$ cat src/rtl/prflru_pkg.sv
`timescale 1ns / 1ps
`default_nettype none

package prflru_pkg;

    // Build defaults
    localparam int DEF_NUM_WAYS    = 8;
    localparam int DEF_COUNT_WIDTH = 16;

    // Field widths
    localparam int OP_W         = 1;
    localparam int PAGE_W       = 8;
    localparam int SLOT_FIELD_W = 3;
    localparam int CNT_FIELD_W  = 16;
    localparam int IN_TDATA_W   = 8;
    localparam int IN_TUSER_W   = 1;
    localparam int OUT_TDATA_W  = 48;

    // Configuration port
    localparam int CFG_INDEX_W = 1;
    localparam int CFG_DATA_W  = 4;
    localparam int WAYS_CFG_W  = 4;

    localparam logic [CFG_INDEX_W-1:0] CFG_WAYS_IN_USE = 1'b0;
    localparam logic [CFG_INDEX_W-1:0] CFG_POLICY_MODE = 1'b1;

    localparam logic [WAYS_CFG_W-1:0] WAYS_RESET = 4'd8;

    // Operation and policy codes
    localparam logic OP_REF   = 1'b0;
    localparam logic OP_CLEAR = 1'b1;

    localparam logic POL_FIFO = 1'b0;
    localparam logic POL_LRU  = 1'b1;

    // Index width for a set of n entries, at least one bit
    function automatic int idx_w(input int n);
        return (n > 1) ? $clog2(n) : 1;
    endfunction

endpackage

`default_nettype wire

$ cat src/rtl/prflru_lru_pick.sv
`timescale 1ns / 1ps
`default_nettype none

// Pick the oldest slot in use; ties go to the lowest slot number.
module prflru_lru_pick #(
    parameter int  NUM_WAYS = prflru_pkg::DEF_NUM_WAYS,
    localparam int AGE_W    = prflru_pkg::idx_w(NUM_WAYS),
    localparam int WAY_W    = prflru_pkg::idx_w(NUM_WAYS)
) (
    input  wire logic [NUM_WAYS-1:0][AGE_W-1:0] i_age,
    input  wire logic [NUM_WAYS-1:0]            i_in_use,
    output logic      [WAY_W-1:0]               o_idx
);

    logic [NUM_WAYS-1:0] beaten;

    // Pairwise compare: a slot loses to an earlier one of equal or greater age
    // or to a later one of strictly greater age.
    always_comb begin
        for (int i = 0; i < NUM_WAYS; i++) begin
            beaten[i] = !i_in_use[i];
            for (int j = 0; j < NUM_WAYS; j++) begin
                if (j < i && i_in_use[j] && (i_age[j] >= i_age[i])) begin
                    beaten[i] = 1'b1;
                end
                if (j > i && i_in_use[j] && (i_age[j] > i_age[i])) begin
                    beaten[i] = 1'b1;
                end
            end
        end
    end

    always_comb begin
        o_idx = '0;
        for (int i = NUM_WAYS - 1; i >= 0; i--) begin
            if (!beaten[i]) begin
                o_idx = WAY_W'(i);
            end
        end
    end

endmodule

`default_nettype wire

$ cat src/rtl/page_replacement_fifo_lru_top.sv
// Path: an accepted transaction passes through the input register, then the result register.
// Throughput: one reference per cycle unless m_axis stalls; tag match, victim pick and
//   age update all sit between the input register and the result register.
// Reset (i_rst_n low, synchronous): all slots empty, ages, FIFO pointer and hit/miss
//   counts zero, ways_in_use 8, policy LRU. Page tags are not reset.
`timescale 1ns / 1ps
`default_nettype none

module page_replacement_fifo_lru_top #(
    parameter int NUM_WAYS    = prflru_pkg::DEF_NUM_WAYS,
    parameter int COUNT_WIDTH = prflru_pkg::DEF_COUNT_WIDTH
) (
    input  wire logic                               i_clk,
    input  wire logic                               i_rst_n,
    // configuration write port
    input  wire logic                               i_cfg_we,
    input  wire logic [prflru_pkg::CFG_INDEX_W-1:0] i_cfg_index,
    input  wire logic [prflru_pkg::CFG_DATA_W-1:0]  i_cfg_data,
    // reference stream in
    input  wire logic                               s_axis_tvalid,
    output logic                                    s_axis_tready,
    input  wire logic [prflru_pkg::IN_TDATA_W-1:0]  s_axis_tdata,   // [7:0] page
    input  wire logic [prflru_pkg::IN_TUSER_W-1:0]  s_axis_tuser,   // [0] op
    // result stream out
    output logic                                    m_axis_tvalid,
    input  wire logic                               m_axis_tready,
    // [0] hit, [3:1] slot, [4] evicted_valid, [12:5] evicted_page,
    // [28:13] hit_count, [44:29] miss_count, [47:45] zero
    output logic [prflru_pkg::OUT_TDATA_W-1:0]      m_axis_tdata
);

    import prflru_pkg::*;

    localparam int WAY_W = idx_w(NUM_WAYS);
    localparam int AGE_W = idx_w(NUM_WAYS);
    // wide enough for NUM_WAYS itself and for the 4-bit ways register
    localparam int CMP_W = ($clog2(NUM_WAYS + 1) > WAYS_CFG_W) ?
                           $clog2(NUM_WAYS + 1) : WAYS_CFG_W;
    localparam logic [AGE_W-1:0]       AGE_MAX   = AGE_W'(NUM_WAYS - 1);
    localparam logic [COUNT_WIDTH-1:0] COUNT_MAX = {COUNT_WIDTH{1'b1}};

    // ------------------------------------------------------------------
    // Configuration registers
    // ------------------------------------------------------------------
    logic [WAYS_CFG_W-1:0] r_ways_in_use;
    logic                  r_policy;

    always_ff @(posedge i_clk) begin
        if (!i_rst_n) begin
            r_ways_in_use <= WAYS_RESET;
            r_policy      <= POL_LRU;
        end else if (i_cfg_we) begin
            case (i_cfg_index)
                CFG_WAYS_IN_USE: r_ways_in_use <= i_cfg_data[WAYS_CFG_W-1:0];
                CFG_POLICY_MODE: r_policy      <= i_cfg_data[0];
                default: ;
            endcase
        end
    end

    // ------------------------------------------------------------------
    // Input register: hold one transaction until the result register frees up
    // ------------------------------------------------------------------
    logic              r_in_vld;
    logic              r_in_op;
    logic [PAGE_W-1:0] r_in_page;
    logic              r_out_vld;
    logic              w_advance;

    assign w_advance     = r_in_vld && (!r_out_vld || m_axis_tready);
    assign s_axis_tready = !r_in_vld || w_advance;

    always_ff @(posedge i_clk) begin
        if (!i_rst_n) begin
            r_in_vld <= 1'b0;
        end else if (s_axis_tready) begin
            r_in_vld <= s_axis_tvalid;
        end
    end

    always_ff @(posedge i_clk) begin
        if (s_axis_tready && s_axis_tvalid) begin
            r_in_op   <= s_axis_tuser[0];
            r_in_page <= s_axis_tdata[PAGE_W-1:0];
        end
    end

    // ------------------------------------------------------------------
    // Page store state
    // ------------------------------------------------------------------
    logic [PAGE_W-1:0]               r_page [NUM_WAYS];
    logic [NUM_WAYS-1:0]             r_valid;
    logic [NUM_WAYS-1:0][AGE_W-1:0]  r_age;
    logic [WAY_W-1:0]                r_fifo_ptr;
    logic [COUNT_WIDTH-1:0]          r_hits;
    logic [COUNT_WIDTH-1:0]          r_misses;

    // ------------------------------------------------------------------
    // Lookup and replacement decision
    // ------------------------------------------------------------------
    logic [CMP_W-1:0]               w_ways;
    logic [CMP_W-1:0]               w_ways_raw;
    logic [NUM_WAYS-1:0]            w_in_use;
    logic [NUM_WAYS-1:0]            w_match;
    logic [NUM_WAYS-1:0]            w_empty;
    logic                           w_hit;
    logic                           w_has_empty;
    logic [WAY_W-1:0]               w_hit_idx;
    logic [WAY_W-1:0]               w_empty_idx;
    logic [WAY_W-1:0]               w_fifo_idx;
    logic [WAY_W-1:0]               w_fifo_next;
    logic [CMP_W-1:0]               w_fifo_inc;
    logic [WAY_W-1:0]               w_lru_idx;
    logic [WAY_W-1:0]               w_slot;
    logic                           w_was_valid;
    logic                           w_evict;
    logic                           w_fifo_step;
    logic [NUM_WAYS-1:0][AGE_W-1:0] n_age;
    logic [COUNT_WIDTH-1:0]         n_hits;
    logic [COUNT_WIDTH-1:0]         n_misses;

    // Clamp ways in use to 1..NUM_WAYS
    always_comb begin
        w_ways_raw = CMP_W'(r_ways_in_use);
        if (w_ways_raw == '0) begin
            w_ways = CMP_W'(1);
        end else if (w_ways_raw > CMP_W'(NUM_WAYS)) begin
            w_ways = CMP_W'(NUM_WAYS);
        end else begin
            w_ways = w_ways_raw;
        end
    end

    // Tag compare across all slots; lowest matching / lowest empty slot wins
    always_comb begin
        w_hit_idx   = '0;
        w_empty_idx = '0;
        for (int i = 0; i < NUM_WAYS; i++) begin
            w_in_use[i] = CMP_W'(i) < w_ways;
            w_match[i]  = w_in_use[i] && r_valid[i] && (r_page[i] == r_in_page);
            w_empty[i]  = w_in_use[i] && !r_valid[i];
        end
        for (int i = NUM_WAYS - 1; i >= 0; i--) begin
            if (w_match[i]) begin
                w_hit_idx = WAY_W'(i);
            end
            if (w_empty[i]) begin
                w_empty_idx = WAY_W'(i);
            end
        end
        w_hit       = |w_match;
        w_has_empty = |w_empty;
    end

    // FIFO slot: a pointer beyond the ways in use falls back to slot 0
    always_comb begin
        w_fifo_idx  = (CMP_W'(r_fifo_ptr) < w_ways) ? r_fifo_ptr : '0;
        w_fifo_inc  = CMP_W'(w_fifo_idx) + CMP_W'(1);
        w_fifo_next = (w_fifo_inc == w_ways) ? '0 : w_fifo_inc[WAY_W-1:0];
    end

    prflru_lru_pick #(
        .NUM_WAYS (NUM_WAYS)
    ) u_lru_pick (
        .i_age    (r_age),
        .i_in_use (w_in_use),
        .o_idx    (w_lru_idx)
    );

    always_comb begin
        w_evict     = !w_hit && !w_has_empty;
        w_fifo_step = w_evict && (r_policy == POL_FIFO);
        w_was_valid = !(!w_hit && w_has_empty);

        if (w_hit) begin
            w_slot = w_hit_idx;
        end else if (w_has_empty) begin
            w_slot = w_empty_idx;
        end else if (r_policy == POL_FIFO) begin
            w_slot = w_fifo_idx;
        end else begin
            w_slot = w_lru_idx;
        end
    end

    // Recency update: the touched slot becomes age 0; valid slots newer than it
    // (all valid slots, on a fill) age by one and stop at the maximum.
    always_comb begin
        for (int i = 0; i < NUM_WAYS; i++) begin
            n_age[i] = r_age[i];
            if (WAY_W'(i) == w_slot) begin
                n_age[i] = '0;
            end else if (w_in_use[i] && r_valid[i] &&
                         (!w_was_valid || (r_age[i] < r_age[w_slot])) &&
                         (r_age[i] != AGE_MAX)) begin
                n_age[i] = r_age[i] + AGE_W'(1);
            end
        end
    end

    // Saturating totals
    always_comb begin
        n_hits   = r_hits;
        n_misses = r_misses;
        if (w_hit) begin
            if (r_hits != COUNT_MAX) begin
                n_hits = r_hits + COUNT_WIDTH'(1);
            end
        end else if (r_misses != COUNT_MAX) begin
            n_misses = r_misses + COUNT_WIDTH'(1);
        end
    end

    // ------------------------------------------------------------------
    // State update: commit on each advancing transaction
    // ------------------------------------------------------------------
    always_ff @(posedge i_clk) begin
        if (!i_rst_n) begin
            r_valid    <= '0;
            r_age      <= '0;
            r_fifo_ptr <= '0;
            r_hits     <= '0;
            r_misses   <= '0;
        end else if (w_advance) begin
            if (r_in_op == OP_CLEAR) begin
                r_valid    <= '0;
                r_age      <= '0;
                r_fifo_ptr <= '0;
                r_hits     <= '0;
                r_misses   <= '0;
            end else begin
                r_valid[w_slot] <= 1'b1;
                r_age           <= n_age;
                r_hits          <= n_hits;
                r_misses        <= n_misses;
                if (w_fifo_step) begin
                    r_fifo_ptr <= w_fifo_next;
                end
            end
        end
    end

    // Tag write on a miss (fill or replace)
    always_ff @(posedge i_clk) begin
        if (w_advance && (r_in_op == OP_REF) && !w_hit) begin
            r_page[w_slot] <= r_in_page;
        end
    end

    // ------------------------------------------------------------------
    // Result register
    // ------------------------------------------------------------------
    logic                    r_out_hit;
    logic [SLOT_FIELD_W-1:0] r_out_slot;
    logic                    r_out_ev;
    logic [PAGE_W-1:0]       r_out_ev_page;
    logic [CNT_FIELD_W-1:0]  r_out_hits;
    logic [CNT_FIELD_W-1:0]  r_out_misses;

    always_ff @(posedge i_clk) begin
        if (!i_rst_n) begin
            r_out_vld <= 1'b0;
        end else if (w_advance) begin
            r_out_vld <= 1'b1;
        end else if (m_axis_tready) begin
            r_out_vld <= 1'b0;
        end
    end

    always_ff @(posedge i_clk) begin
        if (w_advance) begin
            if (r_in_op == OP_CLEAR) begin
                r_out_hit     <= 1'b0;
                r_out_slot    <= '0;
                r_out_ev      <= 1'b0;
                r_out_ev_page <= '0;
                r_out_hits    <= '0;
                r_out_misses  <= '0;
            end else begin
                r_out_hit     <= w_hit;
                r_out_slot    <= SLOT_FIELD_W'(w_slot);
                r_out_ev      <= w_evict;
                r_out_ev_page <= w_evict ? r_page[w_slot] : '0;
                r_out_hits    <= CNT_FIELD_W'(n_hits);
                r_out_misses  <= CNT_FIELD_W'(n_misses);
            end
        end
    end

    assign m_axis_tvalid = r_out_vld;
    assign m_axis_tdata  = {3'b000, r_out_misses, r_out_hits, r_out_ev_page,
                            r_out_ev, r_out_slot, r_out_hit};

    // ------------------------------------------------------------------
    // Assertions
    // ------------------------------------------------------------------
    // A clear empties the store and zeroes both totals
    a_clear_empties: assert property (@(posedge i_clk) disable iff (!i_rst_n)
        (w_advance && (r_in_op == OP_CLEAR)) |=>
            (r_valid == '0) && (r_hits == '0) && (r_misses == '0))
        else $error("clear did not empty the store");

    // A hit never reports an eviction
    a_hit_no_evict: assert property (@(posedge i_clk) disable iff (!i_rst_n)
        m_axis_tvalid |-> !(r_out_hit && r_out_ev))
        else $error("hit reported with eviction");

    // The slot a reference lands in is valid afterwards
    a_slot_valid: assert property (@(posedge i_clk) disable iff (!i_rst_n)
        (w_advance && (r_in_op == OP_REF)) |=> r_valid[$past(w_slot)])
        else $error("referenced slot not valid");

    // A reference that finds an empty slot never evicts
    a_fill_no_evict: assert property (@(posedge i_clk) disable iff (!i_rst_n)
        (w_advance && (r_in_op == OP_REF) && w_has_empty) |=> !r_out_ev)
        else $error("eviction while an empty slot was free");

endmodule

`default_nettype wire
$ cat config.mk
export PLATFORM = sky130hd
export DESIGN_NAME = page_replacement_fifo_lru_top
export DESIGN_NICKNAME = d
export VERILOG_FILES = /design/src/rtl/prflru_pkg.sv /design/src/rtl/prflru_lru_pick.sv /design/src/rtl/page_replacement_fifo_lru_top.sv
export SDC_FILE = /design/constraint.sdc
export NUM_CORES = 1
export LEC_CHECK = 0
export BUFFER_PORTS_ARGS = -buffer_cell sky130_fd_sc_hd__buf_2
export CORE_MARGIN = 2
export CORE_UTILIZATION = 40
export CTS_BUF_LIST = sky130_fd_sc_hd__clkbuf_4
export DETAILED_ROUTE_END_ITERATION = 7
export PLACE_DENSITY_LB_ADDON = 0.08
export SYNTH_ARGS = -nofsm -noshare
export SYNTH_HDL_FRONTEND = slang
export SYNTH_SLANG_ARGS = --single-unit
$ cat constraint.sdc
create_clock -name i_clk -period 5.3 [get_ports i_clk]
set_input_delay 0.795 -clock i_clk [delete_from_list [all_inputs] [get_ports i_clk]]
set_output_delay 0.795 -clock i_clk [all_outputs]
set_load 0.02 [all_outputs]
Word-level counts from Yosys, hierarchy flattened:

Memory sizes are Yosys's and may differ from the RTL's. A register that Yosys moved wholly into a read port is not among the register bits.
Cells that the tools add are included.

* bits in registers: 120
* memory bits (writable): 64
* bits of input ports: 19
* output and inout port bits: 50
* logic and storage cells: 423
* memories kept: 1

Memory list
* r_page: words 8, width 8, read ports 9, clocked after memory_dff 1, wr ports 1, RTL line page_replacement_fifo_lru_top.sv:91 `logic [PAGE_W-1:0] r_page [NUM_WAYS];`

* add/subtract/negate cells: 11
* $lt $le $gt $ge: 76
* equality and inequality tests: 26
* muxes and demuxes: 121
* bitwise operators: 5
* reductions and logical operators: 160

Operators by type and width (number)
* two-way mux 3 bit: 48
* logical AND 1 bit: 104
* two-way mux 16 bit: 6
* >= comparator 3 bit: 28
* greater-than comparator 3 bit: 28
* equality test 8 bit: 8
* two-way mux 1 bit: 61
* adder 16 x 1 -> 16 bit, second input constant: 2
* != test 16 bit, second input constant: 2
* adder 3 x 1 -> 3 bit, second input constant: 8
* < comparator 3 bit: 8
* two-way mux 24 bit: 1
* != test 3 bit, second input constant: 8
* nonzero test 3 bit: 8
* AND reduction 2 bit: 11
* logical NOT 1 bit: 20
* < comparator 3 x 4 -> 1 bit, first input constant: 4
* OR reduction 8 bit: 2
* equality test 3 bit, first input constant: 4
* logical OR 1 bit: 10
* binary-select mux 3 bit (select 3 bit): 1
* < comparator 1 x 4 -> 1 bit, first input constant: 2
* < comparator 2 x 4 -> 1 bit, first input constant: 2
* two-way mux 4 bit: 2
* other kinds (16): 21

Longest topological paths before layout:

Gate-level depths: netlist of the first run.

* depth after elaboration: 32
* mapped depth: 21
* mapped depth without buffers: 18

By module:

Synthesis of the first run repeated with hierarchy kept, for this count alone.

* cell total of the unflattened synthesis: 1345
* area, all modules: 12708.4 um^2

By module, submodules not included
* page_replacement_fifo_lru_top: instances 1, cells each 1048, area each 10411.2 um^2, sequential area each 5024.8 um^2
* prflru_lru_pick: instances 1, cells each 297, area each 2297.2 um^2, sequential area each 0.0 um^2

Worst setup path after synthesis of the first run:

Ideal clock, no wire load.

* kind: register to register
* from: register r_age[7] in the netlist's numbering
* to: register r_age[15] in the netlist's numbering
* library setup time: 113 ps
* arrival time: 4623 ps
* required time: 5187 ps
* setup slack: 564 ps
* cell stages (with the launch flop): 20
* buffers on the path: 2
* clock period less this slack: 4736 ps
* cell sequence: dfxtp_1 > inv_1 > ha_1 > nor2b_1 > o21ai_0 > o311ai_0 > a311o_1 > a2111o_1 > a41oi_1 > o21a_1 > clkbuf_1 > clkbuf_1 > nand2_1 > a311oi_1 > a21oi_1 > ha_1 > a2111o_1 > nor4_1 > nand2b_1 > o221ai_1

* longest elaborated chain between the ends: 26
* elaborated cells on any way between the ends: 94
* those cells by class: 15 x order compare; 1 x eq/ne; 59 x mux; 19 x reduce/logical

Ends and longest elaborated chain
* from (decl): RTL line page_replacement_fifo_lru_top.sv:93 `logic [NUM_WAYS-1:0][AGE_W-1:0] r_age;`
* from (signal assigned): RTL line page_replacement_fifo_lru_top.sv:233 `r_age <= n_age;`
* >= comparator 3 bit: RTL line prflru_lru_pick.sv:23 `if (j < i && i_in_use[j] && (i_age[j] >= i_age[i])) begin`
* logical AND 1 bit: RTL line prflru_lru_pick.sv:23
* two-way mux 1 bit (5 in a row): RTL line prflru_lru_pick.sv:23
* two-way mux 3 bit (8 in a row): RTL line prflru_lru_pick.sv:36 `if (!beaten[i]) begin`
* two-way mux 3 bit: RTL line page_replacement_fifo_lru_top.sv:179 `end else if (r_policy == POL_FIFO) begin`
* two-way mux 3 bit: RTL line page_replacement_fifo_lru_top.sv:177 `end else if (w_has_empty) begin`
* two-way mux 3 bit: RTL line page_replacement_fifo_lru_top.sv:175 `if (w_hit) begin`
* binary-select mux 3 bit (select 3 bit): RTL line page_replacement_fifo_lru_top.sv:194 `(!w_was_valid || (r_age[i] < r_age[w_slot])) &&`
* two-way mux 3 bit (not written as such): RTL line page_replacement_fifo_lru_top.sv:194
* < comparator 3 bit: RTL line page_replacement_fifo_lru_top.sv:194
* logical OR 1 bit: RTL line page_replacement_fifo_lru_top.sv:194
* logical AND 1 bit: RTL line page_replacement_fifo_lru_top.sv:193 `end else if (w_in_use[i] && r_valid[i] &&`
* logical AND 1 bit: RTL line page_replacement_fifo_lru_top.sv:194
* nonzero test 3 bit (no source line)
* AND reduction 2 bit (no source line)

Several ways; a longest one is shown, not always the timed one. The select of a mux whose other input is x is not followed.
A chain may end at the register's enable or synchronous reset.

Worst setup path in the final report of the first run:

* from: register r_ways_in_use[1]
* to: register r_age[21] in the netlist's numbering

* longest elaborated chain between the ends: 31
* elaborated cells on any way between the ends: 200
* those cells by class: 11 x order compare; 1 x eq/ne; 90 x mux; 98 x reduce/logical

Ends and longest elaborated chain
* from (decl): RTL line page_replacement_fifo_lru_top.sv:45 `logic [WAYS_CFG_W-1:0] r_ways_in_use;`
* from (signal assigned): RTL line page_replacement_fifo_lru_top.sv:54 `CFG_WAYS_IN_USE: r_ways_in_use <= i_cfg_data[WAYS_CFG_W-1:0];`
* greater-than comparator 4 bit: RTL line page_replacement_fifo_lru_top.sv:127 `end else if (w_ways_raw > CMP_W'(NUM_WAYS)) begin`
* two-way mux 4 bit: RTL line page_replacement_fifo_lru_top.sv:127
* two-way mux 4 bit *: RTL line page_replacement_fifo_lru_top.sv:125 `if (w_ways_raw == '0) begin`
* < comparator 3 x 4 -> 1 bit / < comparator 1 x 4 -> 1 bit (equally long branches): RTL line page_replacement_fifo_lru_top.sv:139 `w_in_use[i] = CMP_W'(i) < w_ways;`
* logical NOT 1 bit / logical AND 1 bit (equally long branches): RTL line prflru_lru_pick.sv:21, prflru_lru_pick.sv:23
* two-way mux 1 bit (7 in a row): RTL line prflru_lru_pick.sv:23
* two-way mux 3 bit (8 in a row): RTL line prflru_lru_pick.sv:36
* two-way mux 3 bit: RTL line page_replacement_fifo_lru_top.sv:179
* (+2 left out)
* binary-select mux 3 bit (select 3 bit): RTL line page_replacement_fifo_lru_top.sv:194
* two-way mux 3 bit (not written as such): RTL line page_replacement_fifo_lru_top.sv:194
* < comparator 3 bit: RTL line page_replacement_fifo_lru_top.sv:194
* logical OR 1 bit: RTL line page_replacement_fifo_lru_top.sv:194
* logical AND 1 bit: RTL line page_replacement_fifo_lru_top.sv:193
* logical AND 1 bit: RTL line page_replacement_fifo_lru_top.sv:194
* nonzero test 3 bit (no source line)
* AND reduction 2 bit (no source line)

Every way passes the cells marked *; elsewhere a longest branch is shown, timed or not. The select of a mux whose other input is x is not followed.

==> run_results.csv, run 1 <==
group,metric,value,unit
timing,finClkSkew,0.0305,ns
timing,relSlewSlack,0.339,
synth,async_flop_share,0,
setup_path,r2r-end,"r_age[21]$_SDFFE_PN0P_",
clock_network,root_buffer,"clkbuf_4",
min_path,min_to,"r_in_page[6]$_DFFE_PP_",
timing,slew_viol_final,0,
global_route,grt_pass1_wl,58600,um
synth,synth.area.mux_share,0.0167,
min_path,min_from,"s_axis_tdata[6]",
floorplan,initial_core_util,0.409,
detailed_routing,vias,10400,
cells_and_area,final_cell_mix,"208 x nand2_1, 118 x edfxtp_1, 113 x ha_1, 98 x nor2_1, 90 x nand3_1",
detailed_routing,wire_per_inst,20.0,um
clock_network,hold_buffers,0,
setup_path,reg2reg_from,"r_ways_in_use[1]$_SDFFE_PN0P_",
timing,rsz0062_at_grt,"false",
clock_network,clk_pin_slew,0.17,ns
clock_network,clkLatencyLatePin,0.62,ns
synth,yosys_warnings,0,
floorplan,die_h,181,um
timing,period_share,0.924,
power,peakVddDrop,0.000133,V
placed_design,placed_cell_area,13500,um^2
synth,synth-seq-cells,192,
setup_path,crit_type,"reg -> reg",
global_route,antenna_found_initial,1,
synth,ys.flop_type,"edfxtp_1",
timing,final-setup-viol-count,0,
clock_network,numClockSinks,192,
global_route,track_usage,0.228,
timing,fin_setup_tns,0,ns
timing,timing.final.ws_setup,0.401,ns
cells_and_area,design_area,13800,um^2
setup_path,cp-start-kind,"flop",
synth,synthAdderAreaFrac,0.116,
clock_network,h-tree-depth,4,
cells_and_area,postLayoutCoreUtil,0.450,
detailed_routing,drc_errors,0,
min_path,min_path_cells,1,
cells_and_area,area.growth.synth_to_final,10.1,%
setup_path,worstPathArrival,5.40,ns
detailed_routing,ant_nets,0,
clock_network,cts_buffer_depth,2,
min_path,hold_class,"in -> reg",
timing,post-route-min-period,4.90,ns
floorplan,die_w,181,um
global_route,first_global_vias,10300,
floorplan,num_rows,64,
detailed_routing,viasPerCell,5.63,
detailed_routing,finalWirelength,36900,um
synth,netlist_instances,1369,
floorplan,core,30700,um^2
cells_and_area,mostFrequentLayoutCell,"nand2_1",
global_route,grt_max_degree,66,
synth,synth_area,12600,um^2
synth,avgSynthCellArea,9.18,um^2
detailed_routing,drtPass1Iterations,6,
synth,synth_top_family_by_area,"simple AND/OR/NAND/NOR gates",
placed_design,hpwl,26500,um
floorplan,dieArea,32800,um^2
placed_design,portBuffers,65,
timing,clock.fmax,204,MHz
placed_design,gp_congestion,0.876,
timing,hold_viol_final,0,
setup_path,reg2regPathDepth,17,
setup_path,critPathCaptureType,"flop",
setup_path,cp.required,5.80,ns
status,status,"finished, final reports clean",
synth,synth_xor_area_frac,0.0620,
cells_and_area,nets,1569,
synth,synth_compound_area_frac,0.151,
flow_run,drv_cap,0,
synth,seq_area_frac_synth,0.400,
placed_design,place_ws,0.296,ns
clock_network,cts_buffers,17,
power,powerDensity,202,nW/um^2
clock_network,cts_tree,"done",
setup_path,cp_max_fo,12,
synth,synth_edf_count,118,
synth,synthSimpleGateAreaFrac,0.216,
synth,ys_types,82,
power,p_leak,5.01,nW
detailed_routing,drtIter0Drc,704,
floorplan,ios,69,
setup_path,reg2reg_slack,0.40,ns
global_route,gr-total-overflow,0,
timing,worstMarginPinSlew,0.991,ns
power,p_total,2.80,mW
cells_and_area,drive_above_1_share,0.126,
state kept, by name, indices dropped and copies added (netlist names), 3 cells and up:
name,cells
r_age,24
r_fifo_ptr,3
r_hits,16
r_in_page,8
r_misses,16
r_out_ev_page,8
r_out_hits,16
r_out_misses,16
r_out_slot,3
r_page,64
r_valid,8
r_ways_in_use,4
where the power goes:
group	internal [mW]	total, mW	switching [mW]	leakage, nW
combinational	0.0884	0.267	0.179	3.17
sequential	1.61	1.65	0.0397	1.67
clock	0.302	0.883	0.581	0.163
total	2.00	2.80	0.800	5.01
timing repair:
action / CTS / global route
hold endpoints to repair: 0 / 0
endpoints found under the setup margin: 0 / 24
setup buffers: 0 / 0
gates resized for setup: 0 / 4
how the worst max path moves through the flow:
stage / start / end / depth (start not counted)
6_report: r_ways_in_use[1]$_SDFFE_PN0P_ / r_age[21]$_SDFFE_PN0P_ / 17
5_1_grt: r_age[11]$_SDFFE_PN0P_ / r_age[21]$_SDFFE_PN0P_ / 18
4_1_cts: r_age[7]$_SDFFE_PN0P_ / r_age[21]$_SDFFE_PN0P_ / 19
3_5_place_dp: r_age[7]$_SDFFE_PN0P_ / r_age[21]$_SDFFE_PN0P_ / 19
3_3_place_gp: r_age[7]$_SDFFE_PN0P_ / r_age[21]$_SDFFE_PN0P_ / 19
2_1_floorplan: r_age[7]$_SDFFE_PN0P_ / r_age[15]$_SDFFE_PN0P_ / 19
routing by layer:
metal,vias up,track usage,wire (um)
met2,238,0.381,17300
met3,52,0.0276,1400
li1,5110,-,-
met5,-,0,0
met1,4995,0.310,17400
met4,0,0.0686,826
worst max-delay path, stage by stage (launching register included):
cell,delay [ns]
dfxtp_1,0.86
nor3_1,0.12
or2_1,0.42
o32ai_1,0.54
o41ai_1,0.19
a31o_2,0.27
a41oi_2,0.29
o21ai_4,0.18
nor2_1,0.13
a211oi_1,0.06
a311oi_1,0.26
a21oi_1,0.13
buf_4,0.19
ha_1,0.18
a211o_1,0.29
nor4_1,0.38
nand2b_1,0.12
o221ai_1,0.18
metrics by stage:
stage / hold slack [ns] / instances
6_report: 0.340 / 1847
5_1_grt: 0.284 / 1847
4_1_cts: 0.282 / 1846
3_5_place_dp: 0.483 / 1814
3_3_place_gp: 0.469 / 1814
2_1_floorplan: 0.456 / 1371
cells in the mapped netlist, types with 5 or more instances:
master     instances  area [um^2]
a211oi_2           6         75.1
a32oi_1            5         43.8
ha_1             113         1410
a211o_1            5         43.8
a211oi_1           9         67.6
clkbuf_1          40          150
a22oi_1            5         37.5
buf_2             15         75.1
a21oi_1           36          180
xor2_1            52          455
nand3_1           90          450
nand3b_1          11         82.6
o221ai_1           5         43.8
nand2_1          208          781
nor4_1            21          131
o22ai_1            7         43.8
edfxtp_1         118         3540
o31ai_1            6         45.0
nand2b_1          11         68.8
o21a_1            15          113
o21ai_1            6         30.0
and3_1             8         50.1
a21o_1            11         82.6
mux2i_1           21          210
and2_1             8         50.1
nor2_1            98          368
o21ai_0           37          185
inv_1             46          173
o2111ai_1          5         43.8
nand4_1           18          113
or4_1              5         37.5
xnor2_1           37          324
buf_1              8         30.0
dfxtp_1           74         1480
nor2b_1           35          219
buf_4              7         52.6
o211ai_1          12         90.1
a31oi_1            9         56.3
a21boi_0          38          285
nor3_1            40          200
kinds of logic (layout without fill, tap and decap cells):
group,after synthesis,after routing
flip-flops,192,192
multiplexers,21,21
XOR/XNOR,89,89
adder cells (fa/ha/maj),117,117
AO/OA/AOI/OAI,261,261
other,1,4
buffers and inverters,116,195
AND/OR/NAND/NOR,572,572
area by class of cell:
type | count | area [um^2]
fill | 3051 | 16900
inverter | 46 | 174
clock inverter | 15 | 183
timing repair buffer | 117 | 728
sequential | 192 | 5030
antenna | 1 | 2.50
tap | 396 | 495
clock buffer | 17 | 128
multi-input combinational | 1063 | 7100
Note: power is estimated with default switching activity, not from simulation.
==> run 2, diff against run 1 <==
--- a/config.mk
+++ b/config.mk
@@ -7,7 +7,7 @@
 export LEC_CHECK = 0
 export BUFFER_PORTS_ARGS = -buffer_cell sky130_fd_sc_hd__buf_2
 export CORE_MARGIN = 2
-export CORE_UTILIZATION = 40
+export CORE_UTILIZATION = 45
 export CTS_BUF_LIST = sky130_fd_sc_hd__clkbuf_4
 export DETAILED_ROUTE_END_ITERATION = 7
 export PLACE_DENSITY_LB_ADDON = 0.08
==> run 2 against run 1 <==
Sequential share of layout area barely moved. Via count rose by 0.55%. Combinational power barely moved. Final area rose by 0.18%. Utilization rose by 5.2 points. Sequential power barely moved. Critical endpoint is now r_age[9]$_SDFFE_PN0P_. Largest power group unchanged.
==> run_results.csv, run 2 (synthesis gave the netlist of run 1 again) <==
group,metric,value,unit
setup_path,cp.required,5.78,ns
clock_network,cts_setup_buffers,0,
power,peakVddDrop,0.000223,V
timing,slew_viol_final,0,
cells_and_area,largest_register_ffs,64,
placed_design,portBuffers,65,
clock_network,clk_pin_slew,0.20,ns
placed_design,placed_cell_area,13500,um^2
global_route,grt_max_degree,75,
placed_design,place_ws,0.392,ns
cells_and_area,design_area,13900,um^2
detailed_routing,ant_nets,0,
setup_path,worstPathArrival,5.40,ns
clock_network,numClockSinks,192,
min_path,min_path_cells,1,
clock_network,hold_buffers,0,
detailed_routing,vias,10500,
placed_design,placedCellCount,1798,
power,p_total,2.86,mW
setup_path,cpLargestDelayFamily,"compound AO/OA/AOI/OAI gates",
cells_and_area,fin_cells,1832,
placed_design,gp_congestion,0.989,
power,p_leak,5.03,nW
setup_path,reg2regPathDepth,16,
setup_path,path_buf_inv,1,
timing,clock.fmax,203,MHz
global_route,gr-total-overflow,0,
placed_design,hpwl,26100,um
status,status,"finished, final reports clean",
detailed_routing,drtIter0Drc,763,
detailed_routing,wl_met3,1370,um
cells_and_area,area.growth.synth_to_final,10.3,%
detailed_routing,viasPerCell,5.71,
flow_run,drv_cap,0,
floorplan,die_w,171,um
timing,hold_viol_final,0,
detailed_routing,drc_errors,0,
floorplan,dieArea,29300,um^2
clock_network,clkLatencyLatePin,0.60,ns
floorplan,ios,69,
global_route,track_usage,0.248,
setup_path,critPathCaptureType,"flop",
global_route,antenna_found_initial,2,
detailed_routing,top_layer,"met4",
timing,timing.final.ws_setup,0.371,ns
cells_and_area,largestRegisters,"r_page (64), r_age (24)",
setup_path,crit_cells,16,
setup_path,crit_type,"reg -> reg",
floorplan,die_h,171,um
floorplan,num_rows,61,
floorplan,core,27600,um^2
setup_path,slowest_delay,0.70,ns
timing,post-route-min-period,4.93,ns
setup_path,crit_slowest_cell,"a2111oi_0",
floorplan,initial_core_util,0.455,
cells_and_area,nets,1571,
min_path,hold_class,"in -> reg",
clock_network,h-tree-depth,4,
timing,fin_setup_tns,0,ns
detailed_routing,drtPass1Iterations,5,
global_route,first_global_vias,9789,
timing,period_share,0.930,
setup_path,cp_max_fo,8,
detailed_routing,wire_per_inst,19.7,um
detailed_routing,finalWirelength,36000,um
timing,rsz0062_at_grt,"false",
setup_path,cp-start-kind,"flop",
clock_network,cts_tree,"done",
detailed_routing,wl_met2,17000,um
setup_path,crit_chain,"inv_1 -> ha_1 -> nor2b_1 -> o21ai_0 -> a32oi_1 -> nand4_1 -> or4_1 -> a41oi_1 -> o2111a_1 -> a211oi_1 -> a311oi_1 -> a21oi_1 -> ha_1 -> a2111oi_0 -> o21ai_4 -> mux2i_1",
clock_network,cts_buffer_depth,2,
timing,final-setup-viol-count,0,
clock_network,cts_buffers,17,
timing,relSlewSlack,0.412,
cells_and_area,regMostFlops,"r_page",
timing,finClkSkew,0.0424,ns
power,powerDensity,206,nW/um^2
timing,worstMarginPinSlew,0.870,ns
cells_and_area,mostFrequentLayoutCell,"nand2_1",
cells_and_area,drive_above_1_share,0.127,
setup_path,cp_common_cell,"ha_1",
clock_network,root_buffer,"clkbuf_4",
detailed_routing,wl_met1,16800,um
global_route,grt_pass1_wl,56000,um
cells_and_area,final_cell_mix,"208 x nand2_1, 118 x edfxtp_1, 113 x ha_1, 98 x nor2_1, 90 x nand3_1",
[run 2: path summary, 6_finish.rpt]
kind	endpoint	slack (ns)	start
setup / recovery	r_age[9]$_SDFFE_PN0P_	0.37	r_age[10]$_SDFFE_PN0P_
hold / removal	r_in_page[4]$_DFFE_PP_	0.36	s_axis_tdata[4]
setup reg to reg	r_age[9]$_SDFFE_PN0P_	0.37	r_age[10]$_SDFFE_PN0P_
hold reg to reg	r_misses[14]$_SDFFE_PN0P_	0.50	r_misses[14]$_SDFFE_PN0P_
[run 2: timing repair]
action | CTS | global route
setup endpoints to repair | 0 | 8
endpoints found under the hold margin | 0 | 0
gates resized for setup | 0 | 5
[run 2: final cells by class]
class                           instances  area, um^2
Antenna cell                            2        5.00
Clock buffer                           18         135
Clock inverter                         14         213
Fill cell                            2697       13800
Inverter                               46         174
Multi-Input combinational cell       1063        7090
Sequential cell                       192        5030
Tap cell                              378         473
Timing Repair Buffer                  119         743
[run 2: through the flow]
stage               utilization  hold slack, ns
finish                    0.502           0.356
global route              0.502           0.308
CTS                       0.501           0.306
detailed placement        0.489           0.477
global placement          0.489           0.470
floorplan                     -           0.456
[run 2: routing by layer]
| layer | up-vias | GRT usage |
|---|---|---|
| li1 | 5104 | - |
| met1 | 5039 | 0.342 |
| met2 | 257 | 0.413 |
| met3 | 52 | 0.0259 |
| met4 | 0 | 0.0707 |
| met5 | - | 0 |
[run 2: report_power, final]
group          total (mW)  leakage, nW  switching (mW)  internal (mW)
clock               0.941        0.183           0.618          0.324
sequential           1.65         1.67          0.0368           1.61
combinational       0.267         3.18           0.178         0.0896
total                2.86         5.03           0.832           2.02
==> run 3, diff against run 2 <==
--- a/config.mk
+++ b/config.mk
@@ -8,7 +8,7 @@
 export BUFFER_PORTS_ARGS = -buffer_cell sky130_fd_sc_hd__buf_2
 export CORE_MARGIN = 2
 export CORE_UTILIZATION = 45
-export CTS_BUF_LIST = sky130_fd_sc_hd__clkbuf_4
+export CTS_BUF_LIST = sky130_fd_sc_hd__clkbuf_8 sky130_fd_sc_hd__clkbuf_16
 export DETAILED_ROUTE_END_ITERATION = 7
 export PLACE_DENSITY_LB_ADDON = 0.08
 export SYNTH_ARGS = -nofsm -noshare
==> run 3 against run 2 <==
Hold slack improved by 0.13 ns. Clock skew shrank 0.020 ns. First-iteration DRC count is 2.0% lower. Fmax decreased by 0.58%. Count of clock-buffer cells in the layout fell by 1. Final area rose by 2.1%. Global-route usage rose by 0.17 points. Clock power grew 51%. Largest power group unchanged. Highest routed layer unchanged.
==> run_results.csv, run 3 (synthesis gave the netlist of run 1 again) <==
group,metric,value,unit
status,status,"finished, final reports clean",
detailed_routing,vias,10400,
power,peakVddDrop,0.000214,V
power,p_total,3.33,mW
cells_and_area,final_cell_mix,"208 x nand2_1, 118 x edfxtp_1, 113 x ha_1, 98 x nor2_1, 90 x nand3_1",
min_path,min_path_cells,2,
placed_design,hpwl,26100,um
floorplan,core,27600,um^2
power,p_leak,5.17,nW
cells_and_area,postLayoutCoreUtil,0.512,
floorplan,ios,69,
floorplan,die_w,171,um
setup_path,crit_type,"reg -> reg",
setup_path,reg2regPathDepth,17,
timing,hold_viol_final,0,
setup_path,cp.required,5.61,ns
detailed_routing,wire_per_inst,19.7,um
timing,post-route-min-period,4.96,ns
clock_network,clk_pin_slew,0.07,ns
clock_network,cts_tree,"done",
cells_and_area,design_area,14200,um^2
global_route,track_usage,0.250,
timing,period_share,0.935,
timing,worstMarginPinSlew,0.860,ns
clock_network,hold_buffers,0,
clock_network,h-tree-depth,4,
cells_and_area,mostFrequentLayoutCell,"nand2_1",
clock_network,root_buffer,"clkbuf_16",
setup_path,cp_max_fo,8,
cells_and_area,largest_register_ffs,64,
timing,slew_viol_final,0,
cells_and_area,nets,1571,
cells_and_area,drive_above_1_share,0.125,
detailed_routing,ant_nets,0,
setup_path,crit_slowest_cell,"or4_1",
flow_run,drv_cap,0,
global_route,grt_max_degree,75,
detailed_routing,viasPerCell,5.71,
floorplan,num_rows,61,
setup_path,reg2reg_slack,0.34,ns
placed_design,portBuffers,65,
detailed_routing,finalWirelength,36100,um
setup_path,cp-start-kind,"flop",
clock_network,cts_buffer_depth,2,
min_path,hold_class,"reg -> reg",
timing,finClkSkew,0.0219,ns
cells_and_area,diodes,0,
detailed_routing,drtIter0Drc,748,
floorplan,initial_core_util,0.455,
floorplan,dieArea,29300,um^2
placed_design,placed_cell_area,13500,um^2
clock_network,numClockSinks,192,
setup_path,critPathCaptureType,"flop",
power,powerDensity,235,nW/um^2
global_route,grt_pass1_wl,56200,um
setup_path,crit_chain,"inv_1 -> ha_1 -> nor2b_1 -> o21ai_0 -> a32oi_1 -> nand4_1 -> or4_1 -> a41oi_1 -> o2111a_1 -> a211oi_1 -> a311oi_1 -> a21oi_1 -> buf_4 -> ha_1 -> a2111oi_0 -> o21ai_2 -> mux2i_1",
setup_path,crit_cells,17,
detailed_routing,drtPass1Iterations,5,
placed_design,gp_congestion,0.989,
cells_and_area,area.growth.synth_to_final,12.7,%
timing,clock.fmax,202,MHz
detailed_routing,wl_met1,16900,um
detailed_routing,wl_met2,17100,um
cells_and_area,largestRegisters,"r_page (64), r_age (24)",
detailed_routing,wl_met3,1290,um
global_route,first_global_vias,9858,
setup_path,slowest_delay,0.59,ns
setup_path,worstPathArrival,5.27,ns
timing,relSlewSlack,0.419,
clock_network,clkLatencyLatePin,0.45,ns
detailed_routing,top_layer,"met4",
clock_network,cts_buffers,17,
floorplan,die_h,171,um
timing,final-setup-viol-count,0,
setup_path,cpLargestDelayFamily,"compound AO/OA/AOI/OAI gates",
cells_and_area,regMostFlops,"r_page",
detailed_routing,drc_errors,0,
setup_path,cp_common_cell,"ha_1",
global_route,gr-total-overflow,0,
setup_path,path_buf_inv,2,
global_route,antenna_found_initial,0,
## run 3: cell count changes in the layout (fill, tap and decap cells not counted), sizes merged
cell    delta
clkbuf     -1
diode      -2
inv        +1
## run 3: path summary, 6_finish.rpt
check | startpoint | end
hold / removal | r_misses[14]$_SDFFE_PN0P_ | r_misses[14]$_SDFFE_PN0P_
hold reg to reg | r_misses[14]$_SDFFE_PN0P_ | r_misses[14]$_SDFFE_PN0P_
setup / recovery | r_age[7]$_SDFFE_PN0P_ | r_age[4]$_SDFFE_PN0P_
setup reg to reg | r_age[7]$_SDFFE_PN0P_ | r_age[4]$_SDFFE_PN0P_
## run 3: through the flow
step	TNS, ns	cells	hold slack, ns	setup WS, ns
after floorplan	0	1371	0.456	0.564
after global placement	0	1798	0.470	0.435
after detailed placement	0	1798	0.477	0.392
after CTS	0	1830	0.489	0.369
after global routing	-0.00944	1830	0.500	-0.00944
final	0	1830	0.491	0.343
## run 3: layout make-up
| class | instances | area, um^2 |
|---|---|---|
| fillers | 2665 | 13500 |
| inverters | 46 | 174 |
| well taps | 378 | 473 |
| repair buffers | 119 | 743 |
| multi-input cells | 1063 | 7100 |
| flip-flops and latches | 192 | 5020 |
| clock inverters | 15 | 216 |
| clock buffers | 17 | 425 |
## run 3: what timing repair did
action                                  4_1_cts  5_1_grt
setup buffers                                 0        0
gates resized for setup                       0        3
endpoints found under the setup margin        0        7
## run 3: worst reg2reg max path: stages (launching register included)
cell and delay [ns]:
dfxtp_1 0.58, inv_1 0.19, ha_1 0.33, nor2b_1 0.12, o21ai_0 0.08, a32oi_1 0.23, nand4_1 0.11, or4_1 0.59
a41oi_1 0.45, o2111a_1 0.38, a211oi_1 0.07, a311oi_1 0.26, a21oi_1 0.21, buf_4 0.25, ha_1 0.17, a2111oi_0 0.49
o21ai_2 0.18, mux2i_1 0.16
## run 3: power breakdown
part           switching [mW]  internal [mW]
clock network           0.682          0.734
logic                   0.178         0.0895
registers              0.0369           1.61
total                   0.897           2.43
## run 3: per-layer routing
layer / vias to the layer above / track usage
li1: 5102 / -
met1: 5043 / 0.340
met2: 256 / 0.413
met3: 46 / 0.0331
met4: 0 / 0.0789
met5: - / 0
